$ cat src/rtl/rsws_pkg.sv
`default_nettype none
package rsws_pkg;

    localparam int KEY_W     = 31;
    localparam int BAL_W     = 40;
    localparam int THR_W     = 39;
    localparam int CNT_W     = 5;
    localparam int S_TDATA_W = 72;
    localparam int S_TUSER_W = 1;
    localparam int M_TDATA_W = 160;
    localparam int M_TUSER_W = 2;

    // 100000 units of 100 cents
    localparam logic [THR_W-1:0] THR_RESET = THR_W'(100000 * 100);

    typedef struct packed {
        logic [KEY_W-1:0] key;
        logic             kind;
        logic [BAL_W-1:0] bal;
    } rec_t;

    typedef enum logic [2:0] {
        ST_LOAD,
        ST_STATS,
        ST_SEL,
        ST_EMIT,
        ST_EMPTY
    } state_t;

    typedef enum logic {
        SCAN_STATS,
        SCAN_SELECT
    } scan_mode_t;

    typedef struct packed {
        logic       load_write;
        logic       load_drop;
        logic       scan_start;
        scan_mode_t scan_mode;
        logic       advance;
        logic       clear_batch;
        logic       out_empty;
    } cmd_t;

    typedef struct packed {
        logic key_zero;
        logic held_zero;
        logic full;
        logic scan_done;
        logic all_emitted;
    } sts_t;

endpackage
`default_nettype wire

$ cat src/rtl/rsws_dpath.sv
`default_nettype none
module rsws_dpath #(
    parameter int CAPACITY = 16
) (
    input  wire logic                            clk,
    input  wire logic                            rst_n,
    input  wire logic [rsws_pkg::S_TDATA_W-1:0]  in_data,
    input  wire logic                            in_kind,
    input  wire logic                            cfg_wr_en,
    input  wire logic [rsws_pkg::THR_W-1:0]      cfg_wr_data,
    input  wire rsws_pkg::cmd_t                  cmd,
    output rsws_pkg::sts_t                       sts,
    output logic      [rsws_pkg::M_TDATA_W-1:0]  out_data,
    output logic      [rsws_pkg::M_TUSER_W-1:0]  out_user
);
    import rsws_pkg::*;

    localparam int IW = (CAPACITY > 1) ? $clog2(CAPACITY) : 1;
    localparam int CW = $clog2(CAPACITY + 1);

    rec_t store_mem [CAPACITY];

    logic [THR_W-1:0] thr_reg;
    logic [CW-1:0]    held_count_reg;
    logic             dropped_reg;

    logic [IW-1:0]    scan_addr_reg;
    logic             scan_busy_reg;
    scan_mode_t       mode_reg;
    logic             scan_last;

    rec_t             rd_data_reg;
    logic [IW-1:0]    rd_idx_reg;
    logic             rd_vld_reg;
    logic             rd_last_reg;

    logic [CW-1:0]    neg_reg, neg_next;
    logic [CW-1:0]    above_reg, above_next;
    logic             min_found_reg, min_found_next;
    rec_t             min_rec_reg, min_rec_next;

    logic             best_found_reg, best_found_next;
    rec_t             best_rec_reg, best_rec_next;
    logic [IW-1:0]    best_idx_reg, best_idx_next;

    logic             first_out_reg;
    logic [KEY_W-1:0] prev_key_reg;
    logic [IW-1:0]    prev_idx_reg;
    logic [CW-1:0]    emitted_reg;

    rec_t             in_rec;
    logic signed [BAL_W-1:0] cur_bal;
    logic signed [BAL_W-1:0] min_bal;
    logic             cand;

    assign in_rec.key  = in_data[KEY_W-1:0];
    assign in_rec.kind = in_kind;
    assign in_rec.bal  = in_data[KEY_W+BAL_W-1:KEY_W];

    assign scan_last = (CW'(scan_addr_reg) == (held_count_reg - CW'(1)));

    // store: write at the fill position, read one entry a cycle during scans
    always_ff @(posedge clk)
    begin
        if (cmd.load_write)
        begin
            store_mem[held_count_reg[IW-1:0]] <= in_rec;
        end
        if (scan_busy_reg)
        begin
            rd_data_reg <= store_mem[scan_addr_reg];
        end
        rd_idx_reg <= scan_addr_reg;
    end

    always_ff @(posedge clk or negedge rst_n)
    begin
        if (!rst_n)
        begin
            thr_reg        <= THR_RESET;
            held_count_reg <= '0;
            dropped_reg    <= 1'b0;
            scan_addr_reg  <= '0;
            scan_busy_reg  <= 1'b0;
            mode_reg       <= SCAN_STATS;
            rd_vld_reg     <= 1'b0;
            rd_last_reg    <= 1'b0;
            min_found_reg  <= 1'b0;
            best_found_reg <= 1'b0;
            first_out_reg  <= 1'b1;
            emitted_reg    <= '0;
        end
        else
        begin
            if (cfg_wr_en)
            begin
                thr_reg <= cfg_wr_data;
            end
            if (cmd.load_write)
            begin
                held_count_reg <= held_count_reg + CW'(1);
            end
            if (cmd.load_drop)
            begin
                dropped_reg <= 1'b1;
            end
            if (cmd.clear_batch)
            begin
                held_count_reg <= '0;
                dropped_reg    <= 1'b0;
                first_out_reg  <= 1'b1;
                emitted_reg    <= '0;
            end
            if (cmd.advance)
            begin
                first_out_reg <= 1'b0;
                emitted_reg   <= emitted_reg + CW'(1);
            end

            if (cmd.scan_start)
            begin
                scan_addr_reg <= '0;
                scan_busy_reg <= 1'b1;
                mode_reg      <= cmd.scan_mode;
            end
            else if (scan_busy_reg)
            begin
                if (scan_last)
                begin
                    scan_busy_reg <= 1'b0;
                end
                else
                begin
                    scan_addr_reg <= scan_addr_reg + IW'(1);
                end
            end
            rd_vld_reg     <= scan_busy_reg;
            rd_last_reg    <= scan_busy_reg & scan_last;
            min_found_reg  <= min_found_next;
            best_found_reg <= best_found_next;
        end
    end

    always_ff @(posedge clk)
    begin
        neg_reg      <= neg_next;
        above_reg    <= above_next;
        min_rec_reg  <= min_rec_next;
        best_rec_reg <= best_rec_next;
        best_idx_reg <= best_idx_next;
        if (cmd.advance)
        begin
            prev_key_reg <= best_rec_reg.key;
            prev_idx_reg <= best_idx_reg;
        end
    end

    // scan accumulators
    always_comb
    begin
        neg_next        = neg_reg;
        above_next      = above_reg;
        min_found_next  = min_found_reg;
        min_rec_next    = min_rec_reg;
        best_found_next = best_found_reg;
        best_rec_next   = best_rec_reg;
        best_idx_next   = best_idx_reg;
        cur_bal         = $signed(rd_data_reg.bal);
        min_bal         = $signed(min_rec_reg.bal);
        cand            = first_out_reg
                        || (rd_data_reg.key > prev_key_reg)
                        || ((rd_data_reg.key == prev_key_reg) && (rd_idx_reg > prev_idx_reg));

        if (cmd.scan_start)
        begin
            if (cmd.scan_mode == SCAN_STATS)
            begin
                neg_next       = '0;
                above_next     = '0;
                min_found_next = 1'b0;
            end
            else
            begin
                best_found_next = 1'b0;
            end
        end

        if (rd_vld_reg)
        begin
            if (mode_reg == SCAN_STATS)
            begin
                if (cur_bal < 0)
                begin
                    neg_next = neg_reg + CW'(1);
                end
                else if (rd_data_reg.bal[THR_W-1:0] > thr_reg)
                begin
                    above_next = above_reg + CW'(1);
                end
                // smallest balance; ties go to the smaller key (earlier in sorted order)
                if (!min_found_reg || (cur_bal < min_bal)
                    || ((cur_bal == min_bal) && (rd_data_reg.key < min_rec_reg.key)))
                begin
                    min_found_next = 1'b1;
                    min_rec_next   = rd_data_reg;
                end
            end
            else
            begin
                // next record after the previous one in (key, arrival) order
                if (cand && (!best_found_reg || (rd_data_reg.key < best_rec_reg.key)))
                begin
                    best_found_next = 1'b1;
                    best_rec_next   = rd_data_reg;
                    best_idx_next   = rd_idx_reg;
                end
            end
        end
    end

    always_comb
    begin
        sts.key_zero    = (in_rec.key == '0);
        sts.held_zero   = (held_count_reg == '0);
        sts.full        = (held_count_reg == CW'(CAPACITY));
        sts.scan_done   = rd_vld_reg & rd_last_reg;
        sts.all_emitted = ((emitted_reg + CW'(1)) == held_count_reg);
    end

    always_comb
    begin
        if (cmd.out_empty)
        begin
            out_data = '0;
            out_data[M_TDATA_W-2] = dropped_reg;
            out_user = '0;
        end
        else
        begin
            out_data = {1'b0, dropped_reg, CNT_W'(held_count_reg), CNT_W'(above_reg),
                        CNT_W'(neg_reg), min_rec_reg.bal, min_rec_reg.kind, min_rec_reg.key,
                        best_rec_reg.bal, best_rec_reg.key};
            out_user = {1'b1, best_rec_reg.kind};
        end
    end

`ifndef SYNTHESIS
    a_held_bound: assert property (@(posedge clk) disable iff (!rst_n)
        held_count_reg <= CW'(CAPACITY))
        else $error("held count beyond capacity");

    a_write_room: assert property (@(posedge clk) disable iff (!rst_n)
        cmd.load_write |-> (held_count_reg != CW'(CAPACITY)) && !cmd.load_drop)
        else $error("store write while full");

    a_scan_nonempty: assert property (@(posedge clk) disable iff (!rst_n)
        cmd.scan_start |-> (held_count_reg != '0))
        else $error("scan started on empty store");

    a_read_in_range: assert property (@(posedge clk) disable iff (!rst_n)
        rd_vld_reg |-> (CW'(rd_idx_reg) < held_count_reg))
        else $error("read beyond held records");
`endif

endmodule
`default_nettype wire

$ cat src/rtl/rsws_ctrl.sv
`default_nettype none
module rsws_ctrl (
    input  wire logic      clk,
    input  wire logic      rst_n,
    input  wire logic      s_tvalid,
    output logic           s_tready,
    output logic           m_tvalid,
    input  wire logic      m_tready,
    output logic           m_tlast,
    input  wire rsws_pkg::sts_t sts,
    output rsws_pkg::cmd_t cmd
);
    import rsws_pkg::*;

    state_t state_reg, state_next;

    always_ff @(posedge clk or negedge rst_n)
    begin
        if (!rst_n)
        begin
            state_reg <= ST_LOAD;
        end
        else
        begin
            state_reg <= state_next;
        end
    end

    always_comb
    begin
        state_next = state_reg;
        cmd        = '0;
        s_tready   = 1'b0;
        m_tvalid   = 1'b0;
        m_tlast    = 1'b0;
        case (state_reg)
            ST_LOAD:
            begin
                s_tready = 1'b1;
                if (s_tvalid)
                begin
                    if (sts.key_zero)
                    begin
                        if (sts.held_zero)
                        begin
                            state_next = ST_EMPTY;
                        end
                        else
                        begin
                            cmd.scan_start = 1'b1;
                            cmd.scan_mode  = SCAN_STATS;
                            state_next     = ST_STATS;
                        end
                    end
                    else if (sts.full)
                    begin
                        cmd.load_drop = 1'b1;
                    end
                    else
                    begin
                        cmd.load_write = 1'b1;
                    end
                end
            end
            ST_STATS:
            begin
                if (sts.scan_done)
                begin
                    cmd.scan_start = 1'b1;
                    cmd.scan_mode  = SCAN_SELECT;
                    state_next     = ST_SEL;
                end
            end
            ST_SEL:
            begin
                if (sts.scan_done)
                begin
                    state_next = ST_EMIT;
                end
            end
            ST_EMIT:
            begin
                m_tvalid = 1'b1;
                m_tlast  = sts.all_emitted;
                if (m_tready)
                begin
                    if (sts.all_emitted)
                    begin
                        cmd.clear_batch = 1'b1;
                        state_next      = ST_LOAD;
                    end
                    else
                    begin
                        cmd.advance    = 1'b1;
                        cmd.scan_start = 1'b1;
                        cmd.scan_mode  = SCAN_SELECT;
                        state_next     = ST_SEL;
                    end
                end
            end
            ST_EMPTY:
            begin
                m_tvalid      = 1'b1;
                m_tlast       = 1'b1;
                cmd.out_empty = 1'b1;
                if (m_tready)
                begin
                    cmd.clear_batch = 1'b1;
                    state_next      = ST_LOAD;
                end
            end
            default:
            begin
                state_next = ST_LOAD;
            end
        endcase
    end

endmodule
`default_nettype wire

$ cat src/rtl/record_sort_with_statistics.sv
// Loading: one record a request; a zero key closes the batch.
// Batch of n records: a statistics pass over the store, then for each output a
// selection pass over the single read port of the store, plus a result
// handshake per output; input stalls meanwhile.
// Empty batch: one invalid result in the cycle after the terminator.
// Reset (async, active low): held and emitted counts and most flags clear, threshold to 10000000; store not cleared.
`default_nettype none
module record_sort_with_statistics #(
    parameter int CAPACITY = 16
) (
    input  wire logic                           clk,
    input  wire logic                           rst_n,
    // input request stream
    input  wire logic                           s_tvalid,
    output logic                                s_tready,
    // [30:0] account_key, [70:31] balance_cents, [71] zero
    input  wire logic [rsws_pkg::S_TDATA_W-1:0] s_tdata,
    // [0] account_kind
    input  wire logic [rsws_pkg::S_TUSER_W-1:0] s_tuser,
    // result stream
    output logic                                m_tvalid,
    input  wire logic                           m_tready,
    // [30:0] rec_key, [70:31] rec_balance, [101:71] min_key, [102] min_kind,
    // [142:103] min_balance, [147:143] negative_count, [152:148] above_count,
    // [157:153] record_count, [158] overflow, [159] zero
    output logic      [rsws_pkg::M_TDATA_W-1:0] m_tdata,
    // [0] rec_kind, [1] rec_valid
    output logic      [rsws_pkg::M_TUSER_W-1:0] m_tuser,
    output logic                                m_tlast,
    // threshold register write
    input  wire logic                           cfg_wr_en,
    input  wire logic [rsws_pkg::THR_W-1:0]     cfg_wr_data
);
    import rsws_pkg::*;

    cmd_t cmd;
    sts_t sts;

    // sequencer: load, statistics pass, selection passes, result handshakes
    rsws_ctrl u_ctrl (
        .clk      (clk),
        .rst_n    (rst_n),
        .s_tvalid (s_tvalid),
        .s_tready (s_tready),
        .m_tvalid (m_tvalid),
        .m_tready (m_tready),
        .m_tlast  (m_tlast),
        .sts      (sts),
        .cmd      (cmd)
    );

    // store, scan counter, accumulators and result registers
    rsws_dpath #(
        .CAPACITY (CAPACITY)
    ) u_dpath (
        .clk         (clk),
        .rst_n       (rst_n),
        .in_data     (s_tdata),
        .in_kind     (s_tuser[0]),
        .cfg_wr_en   (cfg_wr_en),
        .cfg_wr_data (cfg_wr_data),
        .cmd         (cmd),
        .sts         (sts),
        .out_data    (m_tdata),
        .out_user    (m_tuser)
    );

endmodule
`default_nettype wire

$ cat config.mk
export PLATFORM = sky130hd
export DESIGN_NAME = record_sort_with_statistics
export DESIGN_NICKNAME = d
export VERILOG_FILES = /design/src/rtl/rsws_pkg.sv /design/src/rtl/rsws_dpath.sv /design/src/rtl/rsws_ctrl.sv /design/src/rtl/record_sort_with_statistics.sv
export SDC_FILE = /design/constraint.sdc
export NUM_CORES = 2
export LEC_CHECK = 0
export BUFFER_PORTS_ARGS = -buffer_cell sky130_fd_sc_hd__buf_2
export CAP_MARGIN = 20
export CORE_MARGIN = 4
export CORE_UTILIZATION = 55
export DETAILED_ROUTE_END_ITERATION = 10
export PLACE_DENSITY = 0.75
export REMOVE_ABC_BUFFERS = 1
export SLEW_MARGIN = 25
export SYNTH_ARGS = -nofsm -noshare
export SYNTH_HDL_FRONTEND = slang
export SYNTH_HIERARCHICAL = 1
export SYNTH_SLANG_ARGS = --single-unit
$ cat constraint.sdc
create_clock -name clk -period 7.8 [get_ports clk]
set_input_delay 0 -clock clk [delete_from_list [all_inputs] [get_ports clk]]
set_output_delay 0 -clock clk [all_outputs]
set_load 0.005 [all_outputs]
==> impl_summary.log <==
[metrics] Iteration-0 DRC Markers: 4,201
[metrics] max-capacitance violation count: 0
[metrics] final critical delay including setup and external delays: between 4 and 5 ns
[metrics] first-pass iteration count of the detailed router: 6
[metrics] Compound-Gate Fraction of Synth Area: 2.23%
[metrics] area of the die: ~110,000 um2
[metrics] number of enable flip-flop cells after synthesis: 1,407
[metrics] CP startpoint: u_dpath/cur_bal[23]$_DFFE_PP_
[metrics] kind of critical path: reg2reg
[metrics] Leak: 0.0243 uW
[metrics] synthesis-to-finish area growth: 16.8%
[metrics] transition at the pin with the smallest max-transition slack: 1.12 ns
[metrics] first-pass GRT wire length: 220,000 um
[metrics] Synth Instances: between 3,000 and 4,000
[metrics] fillers: around 6,700
[metrics] TritonCTS clock tree: yes
[metrics] port bufs: ~280
[metrics] Critical Path End Type: flip-flop
[metrics] slack of the worst reg-to-reg path: between 3 and 4 ns
[metrics] most frequent cell on the critical path: sky130_fd_sc_hd__buf_4
[metrics] total detailed-routing wirelength: between 150,000 and 200,000 um
[metrics] cell area power density: 346 nW/um2
[metrics] count of distinct cell types in the synthesized netlist: 72
[metrics] post-CTS setup repair buffer count: 0
[metrics] Worst Hold Class: in2reg
[metrics] insertion delay to the later sink of the worst-skew pair: approximately 0.75 ns
[metrics] gate family responsible for the most delay along the worst path: simple AND/OR/NAND/NOR gates
[metrics] dominant combinational cell family by area after synthesis: multiplexers
[metrics] total clock sinks: approximately 1,500
[metrics] routed via count: 32,400
[metrics] area share of the largest cell type after synthesis: between 70% and 80%
[metrics] nature of the critical path startpoint: flip-flop
[metrics] combined buffer and inverter count along the critical path: 2
[metrics] area share of and/or/nand/nor cells after synthesis: under 10%
[metrics] overflow left after global routing: 0
[metrics] count of pins on the block boundary: around 280
[metrics] worst-case clock skew: 0.0353 ns
[metrics] highest-delay cell along the critical path: sky130_fd_sc_hd__nor4_2
[metrics] fraction of the mapped netlist area in adder cells: 3.84%
[metrics] overall die width: 337 um
[metrics] maximum clock path buffer count: 3
[metrics] post-synthesis mux area share: approximately 14%
[metrics] flip-flop count of the largest register after layout: 1,152
[metrics] count of endpoints failing setup in the final report: 0
[metrics] GRT Overall Usage: 26.7%
[metrics] CTS clk-pin slew, worst paths: 0.07 ns
[metrics] share of layout cells above drive strength 1: 25.8%
[metrics] Final Hold Fails: 0
[metrics] result of the run: finished, final reports clean
[metrics] Tcrit/Tclk final: 59.4%
[metrics] total chip power: 24,100 uW
[metrics] placer congestion estimate: 0.818
[metrics] Req. time, crit path: roughly 8.2 ns
[metrics] placed instance area: 62,700 um2
[metrics] maximum number of pins on one net before global-route repair: roughly 130
[metrics] vias in the first global route: 33,200
[metrics] flip-flop cell with the highest count after synthesis: sky130_fd_sc_hd__edfxtp_1
[metrics] number of warnings printed during yosys synthesis: 6
[metrics] worst relative slew slack: 25.5%
[metrics] most frequently used cell type in the post-synthesis netlist: sky130_fd_sc_hd__edfxtp_1
[metrics] final net count: 3,869
[metrics] Peak Freq: 0.216 GHz
[metrics] final slew viol count: 0
[metrics] path length in cells of the critical path: 10
[metrics] per-cell via count in the routed design: approximately 6.4
[metrics] DRC violations left: 0
[metrics] setup repair after global routing missed its margin: no
[metrics] reg2reg path depth: 10
[metrics] detail-routed net length per standard cell: 29.7 um
[metrics] area of the mapped netlist: 59,600 um2
[metrics] Largest stage delay, worst path: between 0.7 and 0.8 ns
[metrics] Detailed Place HPWL: 81,700 um
[metrics] mean instance size in the synthesized netlist: about 20 um2
[metrics] starting utilization of the core area: a little under three fifths
[metrics] # H-tree levels: 4
[metrics] worst vdd ir: roughly 0.29 mV
[metrics] Worst Path Arrival: 4.98 ns
[metrics] capturing point of the worst reg2reg path: u_dpath/min_bal[19]$_DFFE_PP_
[metrics] synthesis-stage register bit count: 1,485
[metrics] proportion of register bits with asynchronous set or reset after synthesis: 4.31%
[metrics] Core Footprint: 107,000 um2
[metrics] crit-path max FO: 41
[metrics] fin area: 69,600 um2
[metrics] ranking of synthesized cells by instance count: sky130_fd_sc_hd__edfxtp_1, sky130_fd_sc_hd__mux4_2, sky130_fd_sc_hd__inv_1
[metrics] row count: between 100 and 150
[metrics] Seq/Total Area, Yosys: about 74%
[metrics] XOR/XNOR share of the synthesized area: 0.294%
[metrics] remaining antenna violation count: 0
[metrics] Die Y: roughly 340 um
[metrics] root cell of the clock tree: sky130_fd_sc_hd__clkbuf_16
[metrics] critical path cell sequence: ha_1 -> nand4_1 -> nor4_2 -> nand3_1 -> a211o_1 -> a311oi_1 -> buf_4 -> nor3_1 -> nor3_2 -> buf_4
[metrics] biggest area consumer among synthesized cells: sky130_fd_sc_hd__edfxtp_1
[metrics] number of buffers created by CTS: about 140
[metrics] Crit Reg-Reg Startpoint: u_dpath/cur_bal[23]$_DFFE_PP_
[metrics] Resized cells post-CTS: 0
[metrics] number of antenna violations at the first check in global routing: 10
[metrics] worst setup path endpoint: u_dpath/min_bal[19]$_DFFE_PP_
[metrics] top post-synthesis cells by area: sky130_fd_sc_hd__edfxtp_1, sky130_fd_sc_hd__mux4_2, sky130_fd_sc_hd__ha_1
==> worst min-delay path by stage <==
stage / end / cells past startpoint / from
final: u_dpath/thr_reg[0]$_DFFE_PN0P_ / 3 / cfg_wr_data[0]
after CTS: u_dpath/thr_reg[7]$_DFFE_PN1P_ / 3 / cfg_wr_en
after global placement: u_dpath/thr_reg[24]$_DFFE_PN0P_ / 1 / rst_n
after global routing: u_dpath/thr_reg[0]$_DFFE_PN0P_ / 3 / cfg_wr_data[0]
after detailed placement: u_dpath/thr_reg[24]$_DFFE_PN0P_ / 1 / rst_n
after floorplan: u_ctrl/state_reg[0]$_DFFE_PN0P_ / 0 / rst_n
==> where the power goes <==
part           switching, uW  leakage, uW  internal, uW
registers                794       0.0136         10000
logic                   3250      0.00839          2960
clock network           2910      0.00233          4160
total                   6960       0.0243         17100
==> cell families after synthesis <==
logic type | Yosys count
fa+ha+maj | 183
compound gates | 211
other cells | 1
xor+xnor | 20
flops | 1485
simple gates | 437
mux | 371
buf+inv | 310
==> stage by stage <==
stage               hold slack [ns]  setup slack [ns]  TNS, ns  utilization (%)  instances
global route                 0.0601              3.05        0             64.8       5091
global placement           -0.00673              3.33        0             58.4       4620
floorplan                    -0.296             -4.58  -356.81                -       2896
finish                       0.0692              3.17        0             64.8       5097
detailed placement         -0.00452              3.19        0             58.4       4621
CTS                        0.000588              3.20        0             64.8       5085
==> cells in the final DEF (no fill, tap or decap), types with 34 or more instances in the layout <==
cell type,synthesis,final
sky130_fd_sc_hd__edfxtp_1,1407,1407
sky130_fd_sc_hd__mux4_2,360,360
sky130_fd_sc_hd__buf_2,32,278
sky130_fd_sc_hd__dlygate4sd3_1,0,203
sky130_fd_sc_hd__inv_1,188,187
sky130_fd_sc_hd__ha_1,183,183
sky130_fd_sc_hd__clkbuf_16,0,148
sky130_fd_sc_hd__nor2_1,142,140
sky130_fd_sc_hd__nand2_1,85,85
sky130_fd_sc_hd__o21ai_0,70,69
sky130_fd_sc_hd__nor2b_1,68,68
sky130_fd_sc_hd__a21oi_1,58,58
sky130_fd_sc_hd__dfrtp_1,55,50
sky130_fd_sc_hd__buf_4,2,40
sky130_fd_sc_hd__clkbuf_1,76,35
sky130_fd_sc_hd__nand4_1,34,34
==> layer usage <==
layer	wire (um)	GRT usage (%)	up-vias
met5	41	0	-
met4	4780	8.74	6
met3	13700	4.58	321
met2	76500	44.3	1990
met1	56200	36.5	16900
li1	-	-	13200
==> worst reg2reg max path, stage by stage (launching register included) <==
cell and delay [ns]:
sky130_fd_sc_hd__edfxtp_1 0.59, sky130_fd_sc_hd__ha_1 0.42, sky130_fd_sc_hd__nand4_1 0.36, sky130_fd_sc_hd__nor4_2 0.71, sky130_fd_sc_hd__nand3_1 0.37, sky130_fd_sc_hd__a211o_1 0.43
sky130_fd_sc_hd__a311oi_1 0.24, sky130_fd_sc_hd__buf_4 0.20, sky130_fd_sc_hd__nor3_1 0.08, sky130_fd_sc_hd__nor3_2 0.20, sky130_fd_sc_hd__buf_4 0.58
==> repair_timing <==
item                        CTS  global route
hold buffers                204             0
setup endpoints to repair     0             0
hold endpoints to repair   1258             0
==> layout make-up <==
| cell class | instances | area, um2 | share of cell area (%) |
|---|---|---|---|
| Antenna cell | 11 | 27.5 | 0.0395 |
| Clock buffer | 194 | 3990 | 5.73 |
| Timing Repair Buffer | 527 | 3850 | 5.53 |
| Inverter | 188 | 711 | 1.02 |
| Multi-Input combinational cell | 1223 | 14300 | 20.6 |
| Clock inverter | 66 | 806 | 1.16 |
| Sequential cell | 1485 | 44200 | 63.4 |
| Tap cell | 1403 | 1760 | 2.52 |
Note: power is estimated with default switching activity, not from simulation.
